**config.mk**
```make
export PLATFORM = sky130hd
export DESIGN_NAME = snooping_coherent_cache_controller
export DESIGN_NICKNAME = d
export VERILOG_FILES = /design/src/design/scc_pkg.sv /design/src/design/scc_datapath.sv /design/src/design/scc_ctrl.sv /design/src/design/snooping_coherent_cache_controller.sv
export SDC_FILE = /design/constraint.sdc
export NUM_CORES = 2
export LEC_CHECK = 0
export BUFFER_PORTS_ARGS = -buffer_cell sky130_fd_sc_hd__buf_4
export CORE_ASPECT_RATIO = 1.1
export CORE_MARGIN = 2
export CORE_UTILIZATION = 60
export DETAILED_ROUTE_END_ITERATION = 6
export HOLD_SLACK_MARGIN = 0.02
export PLACE_DENSITY = 0.76
export SETUP_SLACK_MARGIN = 0.4
export SLEW_MARGIN = 15
export SYNTH_ARGS = -nofsm -noshare
export SYNTH_HDL_FRONTEND = slang
export SYNTH_SLANG_ARGS = --single-unit
```
**constraint.sdc**
```tcl
create_clock -name clk_i -period 33.2 [get_ports clk_i]
set_clock_uncertainty 0.2 [all_clocks]
set_input_delay 0 -clock clk_i [delete_from_list [all_inputs] [get_ports clk_i]]
set_output_delay 0 -clock clk_i [all_outputs]
set_load 0.02 [all_outputs]
```
**src/design/scc_pkg.sv**
```systemverilog
// Shared types and constants for the snooping coherent cache controller.
`timescale 1ns / 1ps
`default_nettype none
package scc_pkg;

  localparam logic [2:0] REQ_PRD   = 3'd0;
  localparam logic [2:0] REQ_PWR   = 3'd1;
  localparam logic [2:0] REQ_BRD   = 3'd2;
  localparam logic [2:0] REQ_BRDX  = 3'd3;
  localparam logic [2:0] REQ_BUPGR = 3'd4;
  localparam logic [2:0] REQ_BUPD  = 3'd5;
  // unused request codes, ignored apart from the lookup
  localparam logic [2:0] REQ_RSV6  = 3'd6;
  localparam logic [2:0] REQ_RSV7  = 3'd7;

  localparam logic [2:0] ST_I  = 3'd0;
  localparam logic [2:0] ST_S  = 3'd1;
  localparam logic [2:0] ST_E  = 3'd2;
  localparam logic [2:0] ST_M  = 3'd3;
  localparam logic [2:0] ST_SC = 3'd4;
  localparam logic [2:0] ST_SM = 3'd5;

  localparam logic [1:0] MODE_MSI    = 2'd0;
  localparam logic [1:0] MODE_MESI   = 2'd1;
  localparam logic [1:0] MODE_DRAGON = 2'd2;
  // unused mode, runs as MSI
  localparam logic [1:0] MODE_RSVD   = 2'd3;

  typedef struct packed {
    logic [2:0]  req_type;
    logic [31:0] addr;
    logic        other_copies;
  } req_t;

  typedef struct packed {
    logic       hit;
    logic       issue_bus_rd;
    logic       issue_bus_rdx;
    logic       issue_bus_upgr;
    logic       issue_bus_update;
    logic       did_writeback;
    logic       did_flush;
    logic       did_intervention;
    logic       did_invalidation;
    logic [1:0] mem_transactions;
    logic       cache_transfer;
    logic [2:0] line_state;
  } rsp_t;

  // controller -> datapath
  typedef struct packed {
    logic load;    // capture request, start set read
    logic update;  // compute and write back the set
  } ctl_t;

  // next coherence state and result flags for one item
  function automatic rsp_t next_state(input logic [1:0] mode_raw, input logic [2:0] req,
                                      input logic oc, input logic hit,
                                      input logic [2:0] cur, input logic [2:0] vic);
    rsp_t r;
    logic [1:0] mode;
    logic wr;
    logic dirty;
    logic [2:0] st;
    begin
      r = '0;
      mode = (mode_raw == MODE_RSVD) ? MODE_MSI : mode_raw;
      wr = (req == REQ_PWR);
      st = cur;
      if (req == REQ_PRD || req == REQ_PWR) begin
        if (!hit) begin
          dirty = (vic == ST_M) || (mode == MODE_DRAGON && vic == ST_SM);
          r.mem_transactions = 2'd1;
          if (mode == MODE_MESI && oc) begin
            r.mem_transactions = 2'd0;
            r.cache_transfer = 1'b1;
          end
          if (dirty) begin
            r.did_writeback = 1'b1;
            r.mem_transactions = r.mem_transactions + 2'd1;
          end
          if (mode == MODE_MSI) begin
            st = wr ? ST_M : ST_S;
            r.issue_bus_rdx = wr;
            r.issue_bus_rd = !wr;
          end else if (mode == MODE_MESI) begin
            st = wr ? ST_M : (oc ? ST_S : ST_E);
            r.issue_bus_rdx = wr;
            r.issue_bus_rd = !wr;
          end else begin
            r.issue_bus_rd = 1'b1;
            if (oc) begin
              st = wr ? ST_SM : ST_SC;
              r.issue_bus_update = wr;
            end else begin
              st = wr ? ST_M : ST_E;
            end
          end
        end else begin
          r.hit = 1'b1;
          if (wr) begin
            if (mode == MODE_MSI) begin
              if (st == ST_S) begin
                st = ST_M; r.issue_bus_rdx = 1'b1; r.mem_transactions = 2'd1;
              end
            end else if (mode == MODE_MESI) begin
              if (st == ST_E) st = ST_M;
              else if (st == ST_S) begin st = ST_M; r.issue_bus_upgr = 1'b1; end
            end else begin
              if (st == ST_E) st = ST_M;
              else if (st == ST_SC || st == ST_SM) begin
                st = oc ? ST_SM : ST_M; r.issue_bus_update = 1'b1;
              end
            end
          end
        end
        r.line_state = st;
      end else if (hit) begin
        r.hit = 1'b1;
        if (req == REQ_BRD) begin
          if (mode == MODE_DRAGON) begin
            if (st == ST_M) begin st = ST_SM; r.did_intervention = 1'b1; end
            if (st == ST_E) begin st = ST_SC; r.did_intervention = 1'b1; end
            if (st == ST_SM) r.did_flush = 1'b1;
          end else begin
            if (st == ST_M) begin
              st = ST_S; r.did_flush = 1'b1; r.did_writeback = 1'b1;
              r.did_intervention = 1'b1; r.mem_transactions = 2'd1;
            end
            if (mode == MODE_MESI && st == ST_E) begin
              st = ST_S; r.did_intervention = 1'b1;
            end
          end
        end else if (req == REQ_BRDX && mode != MODE_DRAGON) begin
          if (st == ST_M) begin
            r.did_flush = 1'b1; r.did_writeback = 1'b1; r.mem_transactions = 2'd1;
          end
          if (mode == MODE_MSI || st == ST_M || st == ST_S || st == ST_E) begin
            r.did_invalidation = 1'b1; st = ST_I;
          end
        end else if (req == REQ_BUPGR && mode == MODE_MESI) begin
          if (st == ST_S) begin r.did_invalidation = 1'b1; st = ST_I; end
        end else if (req == REQ_BUPD && mode == MODE_DRAGON) begin
          if (st == ST_SM) st = ST_SC;
        end
        r.line_state = st;
      end
      return r;
    end
  endfunction

endpackage
`default_nettype wire

```
**src/design/scc_datapath.sv**
```systemverilog
// Set storage (tags, states, LRU ranks) and per-item update logic.
`timescale 1ns / 1ps
`default_nettype none
module scc_datapath #(
  parameter int unsigned NUM_SETS    = 16,
  parameter int unsigned NUM_WAYS    = 8,
  parameter int unsigned BLOCK_BYTES = 64,
  parameter int unsigned ADDR_BITS   = 32
) (
  input  wire logic          clk_i,
  input  wire logic          rst_ni,
  input  wire scc_pkg::ctl_t ctl_i,
  input  wire scc_pkg::req_t req_i,
  input  wire logic [1:0]    mode_i,
  output scc_pkg::rsp_t      rsp_o
);
  localparam int unsigned OBITS = $clog2(BLOCK_BYTES);
  localparam int unsigned SBITS = (NUM_SETS > 1) ? $clog2(NUM_SETS) : 1;
  localparam int unsigned SREAL = $clog2(NUM_SETS);
  localparam int unsigned TBITS = ADDR_BITS - OBITS - SREAL;
  localparam int unsigned WBITS = (NUM_WAYS > 1) ? $clog2(NUM_WAYS) : 1;
  localparam int unsigned RBITS = $clog2(NUM_WAYS + 1);
  localparam int unsigned ABITS = (ADDR_BITS < 32) ? ADDR_BITS : 32;

  // one memory word per set: all ways side by side
  typedef logic [NUM_WAYS-1:0][TBITS-1:0] tag_row_t;
  typedef logic [NUM_WAYS-1:0][2:0]       st_row_t;
  typedef logic [NUM_WAYS-1:0][RBITS-1:0] rk_row_t;

  tag_row_t tag_mem [NUM_SETS];
  st_row_t  st_mem  [NUM_SETS];
  rk_row_t  rk_mem  [NUM_SETS];
  logic [NUM_SETS-1:0] set_vld_q;

  tag_row_t tag_rd_q;
  st_row_t  st_rd_q;
  rk_row_t  rk_rd_q;
  logic     rd_vld_q;
  scc_pkg::req_t req_q;
  scc_pkg::rsp_t rsp_q;

  logic [ADDR_BITS-1:0] addr_full;
  logic [SBITS-1:0] set_idx, set_q_idx;
  logic [TBITS-1:0] tag_q;

  assign addr_full = ADDR_BITS'({{(64-ABITS){1'b0}}, req_i.addr[ABITS-1:0]});

  always_comb begin
    set_idx = '0;
    set_q_idx = '0;
    if (SREAL > 0) begin
      set_idx   = SBITS'(addr_full >> OBITS);
      set_q_idx = SBITS'(ADDR_BITS'({{(64-ABITS){1'b0}}, req_q.addr[ABITS-1:0]}) >> OBITS);
    end
    tag_q  = TBITS'(ADDR_BITS'({{(64-ABITS){1'b0}}, req_q.addr[ABITS-1:0]})
                    >> (OBITS + SREAL));
  end

  // lookup, victim choice and LRU update on the registered set
  st_row_t st_eff;
  rk_row_t rk_eff, rk_new;
  st_row_t st_new;
  tag_row_t tag_new;
  logic hit, proc;
  logic [WBITS-1:0] hw, vw, tw;
  logic [RBITS-1:0] best, r;
  scc_pkg::rsp_t res;

  always_comb begin
    st_eff = rd_vld_q ? st_rd_q : '0;
    rk_eff = rd_vld_q ? rk_rd_q : '0;
    hit = 1'b0; hw = '0;
    for (int w = NUM_WAYS - 1; w >= 0; w--) begin
      if (st_eff[w] != scc_pkg::ST_I && tag_rd_q[w] == tag_q) begin
        hit = 1'b1; hw = WBITS'(w);
      end
    end
    vw = '0; best = '0;
    for (int w = 0; w < NUM_WAYS; w++) begin
      if (rk_eff[w] >= best) begin best = rk_eff[w]; vw = WBITS'(w); end
    end
    for (int w = NUM_WAYS - 1; w >= 0; w--) begin
      if (st_eff[w] == scc_pkg::ST_I) vw = WBITS'(w);
    end
    proc = (req_q.req_type == scc_pkg::REQ_PRD) || (req_q.req_type == scc_pkg::REQ_PWR);
    res = scc_pkg::next_state(mode_i, req_q.req_type, req_q.other_copies, hit,
                              st_eff[hw], st_eff[vw]);
    tw = hit ? hw : vw;
    st_new = st_eff; rk_new = rk_eff; tag_new = tag_rd_q;
    if (proc) begin
      r = (st_eff[tw] != scc_pkg::ST_I) ? rk_eff[tw] : RBITS'(NUM_WAYS);
      for (int k = 0; k < NUM_WAYS; k++) begin
        if (WBITS'(k) != tw && st_eff[k] != scc_pkg::ST_I && rk_eff[k] < r)
          rk_new[k] = rk_eff[k] + 1'b1;
      end
      rk_new[tw] = '0;
      st_new[tw] = res.line_state;
      tag_new[tw] = tag_q;
    end else begin
      r = rk_eff[hw];
      if (hit) begin
        st_new[hw] = res.line_state;
        if (res.did_invalidation) begin
          for (int k = 0; k < NUM_WAYS; k++) begin
            if (WBITS'(k) != hw && st_eff[k] != scc_pkg::ST_I && rk_eff[k] > r)
              rk_new[k] = rk_eff[k] - 1'b1;
          end
          rk_new[hw] = '0;
        end
      end
    end
  end

  always_ff @(posedge clk_i) begin
    if (ctl_i.load) begin
      tag_rd_q <= tag_mem[set_idx];
      st_rd_q  <= st_mem[set_idx];
      rk_rd_q  <= rk_mem[set_idx];
      req_q    <= req_i;
    end
    if (ctl_i.update) begin
      tag_mem[set_q_idx] <= tag_new;
      st_mem[set_q_idx]  <= st_new;
      rk_mem[set_q_idx]  <= rk_new;
      rsp_q <= res;
    end
  end

  // per-set valid: an unwritten set reads as all invalid, rank zero
  always_ff @(posedge clk_i or negedge rst_ni) begin
    if (!rst_ni) begin
      set_vld_q <= '0;
      rd_vld_q  <= 1'b0;
    end else begin
      if (ctl_i.load) rd_vld_q <= set_vld_q[set_idx];
      if (ctl_i.update) set_vld_q[set_q_idx] <= 1'b1;
    end
  end

  assign rsp_o = rsp_q;
endmodule
`default_nettype wire

```
**src/design/scc_ctrl.sv**
```systemverilog
// Handshake sequencer: read set, update set, hold result.
`timescale 1ns / 1ps
`default_nettype none
module scc_ctrl (
  input  wire logic   clk_i,
  input  wire logic   rst_ni,
  input  wire logic   req_valid_i,
  output logic        req_ready_o,
  output logic        rsp_valid_o,
  input  wire logic   rsp_ready_i,
  output scc_pkg::ctl_t ctl_o
);
  typedef enum logic [1:0] {IDLE, UPD, OUT} state_e;
  state_e state_q;

  always_comb begin
    req_ready_o = (state_q == IDLE) || (state_q == OUT && rsp_ready_i);
    rsp_valid_o = (state_q == OUT);
    ctl_o.load = req_valid_i && req_ready_o;
    ctl_o.update = (state_q == UPD);
  end

  always_ff @(posedge clk_i or negedge rst_ni) begin
    if (!rst_ni) begin
      state_q <= IDLE;
    end else begin
      unique case (state_q)
        IDLE: if (req_valid_i) state_q <= UPD;
        UPD: state_q <= OUT;
        OUT: if (rsp_ready_i) state_q <= req_valid_i ? UPD : IDLE;
        default: state_q <= IDLE;
      endcase
    end
  end
endmodule
`default_nettype wire

```
**src/design/snooping_coherent_cache_controller.sv**
```systemverilog
// Top level of the snooping coherent cache controller.
`timescale 1ns / 1ps
`default_nettype none
// MSI/MESI/Dragon tag, state and LRU store, set-associative. A request is
// taken together with a read of its set; in the UPD state that follows, the
// whole set is read-modify-written and the output register is loaded, and
// the result is then held valid in OUT. A new request is taken in the cycle
// its predecessor's result is taken, so only one transaction is in flight
// at a time; a stalled consumer holds off new requests. cfg writes
// (protocol_mode) are always taken and apply from the next update cycle, so
// write them only while no transaction is in flight.
module snooping_coherent_cache_controller #(
  parameter int unsigned NUM_SETS    = 16,
  parameter int unsigned NUM_WAYS    = 8,
  parameter int unsigned BLOCK_BYTES = 64,
  parameter int unsigned ADDR_BITS   = 32
) (
  input  wire logic          clk_i,
  input  wire logic          rst_ni,
  input  wire logic          cfg_valid_i,
  output logic               cfg_ready_o,
  input  wire logic [1:0]    cfg_data_i,
  input  wire logic          req_valid_i,
  output logic               req_ready_o,
  input  wire scc_pkg::req_t req_i,
  output logic               rsp_valid_o,
  input  wire logic          rsp_ready_i,
  output scc_pkg::rsp_t      rsp_o
);
  logic [1:0] mode_q;
  scc_pkg::ctl_t ctl;

  assign cfg_ready_o = 1'b1;
  always_ff @(posedge clk_i or negedge rst_ni) begin
    if (!rst_ni) mode_q <= scc_pkg::MODE_MSI;
    else if (cfg_valid_i) mode_q <= cfg_data_i;
  end

  scc_ctrl u_ctrl (
    .clk_i, .rst_ni, .req_valid_i, .req_ready_o, .rsp_valid_o, .rsp_ready_i,
    .ctl_o(ctl)
  );

  scc_datapath #(
    .NUM_SETS(NUM_SETS), .NUM_WAYS(NUM_WAYS),
    .BLOCK_BYTES(BLOCK_BYTES), .ADDR_BITS(ADDR_BITS)
  ) u_dp (
    .clk_i, .rst_ni, .ctl_i(ctl), .req_i, .mode_i(mode_q), .rsp_o
  );
endmodule
`default_nettype wire

```
==> results.yml <==
die:
  die_width_um: 496
  die-area_um2: 271000
  io_pins: 61
  fp-row-count: 198
  core_um2: 265000
  initial_core_util_pct: 60.4
  die_y_um: 546
route:
  routedWlPerCell_um: 36.0
  first_iter_violations: 11300
  wl_mm: 409
  ant_nets: 0
  vias: 80100
  drc: 22
  vias_per_cell: 7.05
  first_pass_iters: 7
pwr:
  p_per_area_nw_per_um2: 68.3
  ir_worst_vdd_v: 0.0000656
  p_leak_nw: 56.1
  p_comb_share_pct: 15.4
  power_switching_mw: 3.18
  seq_power_share_pct: 49.8
  p_clk_share_pct: 34.8
  power.internal_mw: 8.96
  swShare_pct: 26.2
cells_and_area:
  multi_input_area_um2: 38200
  nets: 7704
  register_area_um2: 120000
  fillers: 15600
  layout-drive-gt1-share_pct: 28.2
  area_growth_pct: 11.2
cts:
  clk_latency_ns: 0.93
  htreeDepth: 5
  clockBufferDepth: 4
  clockRootBuffer: "clkbuf_16"
  clkTransAtPathRegs_ns: 0.06
  numCtsBuffers: 386
  cts_tree: "built"
  cts.sinks: 4010
  post_cts_resized: 0
setup_path:
  worstReg2RegStart: "u_dp.rd_vld_q$_DFFE_PN0P_"
  cp_slowest_cell: "a21boi_1"
  worstSetupEndpointType: "flop"
  start_kind: "flop"
  worstPathRequired_ns: 33.56
  cpMostUsedCell: "ha_1"
  critical_path_class: "flop to flop"
  arrival_ns: 19.92
  max_stage_delay_ns: 0.93
  crit_start: "u_dp.rd_vld_q$_DFFE_PN0P_"
  path_max_fanout: 45
global_routing:
  grt_pass1_vias: 81600
  grt_start_max_net_pins: 136
  antenna_found_initial: 8
  gr-usage-all-layers_pct: 30.2
  grt_pass1_wl_mm: 583
  grt.overflow.total: 0
timing:
  finalHoldViolCount: 0
  setup-tns-final_ns: 0
  worst_slew_pin_slew_ns: 1.26
  period_share_pct: 58.9
  max_freq_mhz: 51.1
  finalSetupViolCount: 0
  slew_violations: 0
  slew_headroom_pct: 15.2
  period_needed_ns: 19.56
  setup_slack_ns: 13.64
  rsz0062_at_grt: "no"
run:
  maxCapViolCount: 0
logic_synthesis:
  syn_area_per_cell_um2: 22.1
  yosysWarnings: 0
  yosysTopAreaCellShare_pct: 74.9
  synthFlopType: "edfxtp_1"
  syn_nets: 7372
  ys_types: 109
  ys_async_sr_fraction_pct: 0.524
  synth_edf_count: 3989
  synthCells: 7238
  yosysSeqAreaShare_pct: 75.2
  yosys_register_bits: 4010
  yosysTopAreaCell: "edfxtp_1"
  syn_area_um2: 160000
  yosys-top-cells-area: "edfxtp_1, mux4_2, mux2_2, ha_1, xor2_1"
worst_hold_path:
  hold_class: "input port to async pin"
outcome:
  violations: "design-rule violations"
  status: "complete, but fails checks"
placed_design:
  port_buffers: 53
  dp_slack_ns: 14.15
  gp_congestion: 0.952
  dp_hpwl_mm: 201
==> path summary, 6_finish.rpt <==
check	to	slack, ns	cells after the start
setup reg to reg	u_dp.rk_mem[2][31]$_DFFE_PP_	13.64	63
min in group clk_i	u_dp.rk_rd_q[5]$_DFFE_PP_	0.09	3
hold reg to reg	u_dp.set_vld_q[5]$_DFFE_PN0P_	0.26	1
hold / removal	u_dp.set_vld_q[15]$_DFFE_PN0P_	0.08	4
setup / recovery	u_dp.rk_mem[2][31]$_DFFE_PP_	13.64	63
max in group asynchronous	u_dp.rd_vld_q$_DFFE_PN0P_	32.30	4
==> placed cells by master, fill, tap and decap left out, drive strengths merged, types with 19 or more instances in the layout <==
| master | count |
|---|---|
| nand2 | 157 |
| o21a | 24 |
| edfxtp | 3989 |
| o211ai | 20 |
| inv | 71 |
| buf | 252 |
| dlygate4sd3 | 71 |
| mux2 | 189 |
| nand4 | 48 |
| bufinv | 29 |
| or2 | 28 |
| nor2b | 44 |
| nand3 | 40 |
| o31ai | 19 |
| nor4 | 38 |
| xnor2 | 89 |
| xor2 | 99 |
| a21oi | 122 |
| ha | 91 |
| mux2i | 64 |
| mux4 | 1138 |
| and2 | 22 |
| o21ai | 94 |
| clkinv | 175 |
| nor3 | 46 |
| nor2 | 119 |
| a211oi | 61 |
| dfrtp | 21 |
| clkbuf | 456 |
==> worst max-delay path, delay by kind of cell, from the launching register on <==
kind            cells  cell delay [ns]
fa+ha+maj          10             3.26
mux                 2             0.83
flops               1             0.34
buf+inv             2             0.71
simple gates       18             3.60
compound gates     31            10.20
==> cell usage after synthesis (39+ instances only) <==
| master | count |
|---|---|
| clkbuf_1 | 230 |
| nand3_1 | 39 |
| nor2b_1 | 44 |
| nand2_1 | 153 |
| o21ai_0 | 83 |
| nor3_1 | 45 |
| xnor2_1 | 89 |
| nand4_1 | 47 |
| nor2_1 | 117 |
| a21oi_1 | 122 |
| mux4_2 | 1138 |
| ha_1 | 91 |
| buf_1 | 87 |
| xor2_1 | 99 |
| buf_2 | 48 |
| edfxtp_1 | 3989 |
| a211oi_1 | 58 |
| inv_1 | 57 |
| mux2i_1 | 64 |
| mux2_2 | 187 |
==> per-stage QoR <==
| step | utilization (%) | instance area [um2] | std cells | total power, mW | hold WS [ns] |
|---|---|---|---|---|---|
| floorplan | - | 160000 | 7238 | 7.39 | -0.496 |
| finish | 67.2 | 178000 | 11400 | 12.1 | 0.0848 |
| global route | 67.2 | 178000 | 11400 | 12.5 | 0.149 |
| global placement | 62.4 | 165000 | 10600 | 7.89 | -0.299 |
| detailed placement | 62.4 | 165000 | 10600 | 7.95 | -0.287 |
| CTS | 67.2 | 178000 | 11400 | 12.1 | 0.0783 |
==> power by group through the flow <==
stage	registers, mW	clock network, mW	logic (mW)
floorplan	6.16	0	1.22
global placement	6.14	0	1.75
detailed placement	6.15	0	1.80
CTS	6.05	4.26	1.82
global route	6.05	4.45	1.99
finish	6.05	4.23	1.87
==> sequential cells by signal, indices dropped and copies added, names as in the netlist <==
name / flops
mode_q: 2
u_ctrl.state_q: 2
u_dp.rd_vld_q: 1
u_dp.req_q: 30
u_dp.rk_mem: 512
u_dp.rk_rd_q: 32
u_dp.rsp_o: 15
u_dp.set_vld_q: 16
u_dp.st_mem: 384
u_dp.st_rd_q: 24
u_dp.tag_mem: 2816
u_dp.tag_rd_q: 176
==> what timing repair did <==
action,CTS,global route
buffers inserted,0,0
hold endpoints to repair,195,21
hold buffers,71,1
==> layout make-up <==
class	instances	area share, %
clock inverter	226	1.10
clock buffer	455	5.61
sequential	4010	67.6
timing repair buffer	324	1.63
antenna	2	0.00281
multi-input combinational	2787	21.5
tap	3500	2.46
inverter	61	0.129
==> logic make-up (layout without fill, tap and decap cells) <==
| logic type | count (synthesis) | count (layout) | synth area share, % |
|---|---|---|---|
| xor gates and xnor gates | 188 | 188 | 1.03 |
| buffers and inverters | 441 | 1066 | 1.12 |
| other | 1 | 3 | 0.00234 |
| muxes | 1391 | 1391 | 17.7 |
| AOI/OAI and AO/OA | 490 | 490 | 2.13 |
| and+or+nand+nor | 623 | 623 | 2.05 |
| DFF | 4010 | 4010 | 75.2 |
| adders and majority gates | 94 | 94 | 0.732 |
==> per-layer routing <==
metal,part of all wire [%],vias up,GRT usage [%]
met5,0.0032,-,0
li1,-,31300,-
met2,50,5582,48.7
met4,4.3,2,12.1
met1,36,42300,41.4
met3,10,874,5.25
(Power assumes the default switching activity.)
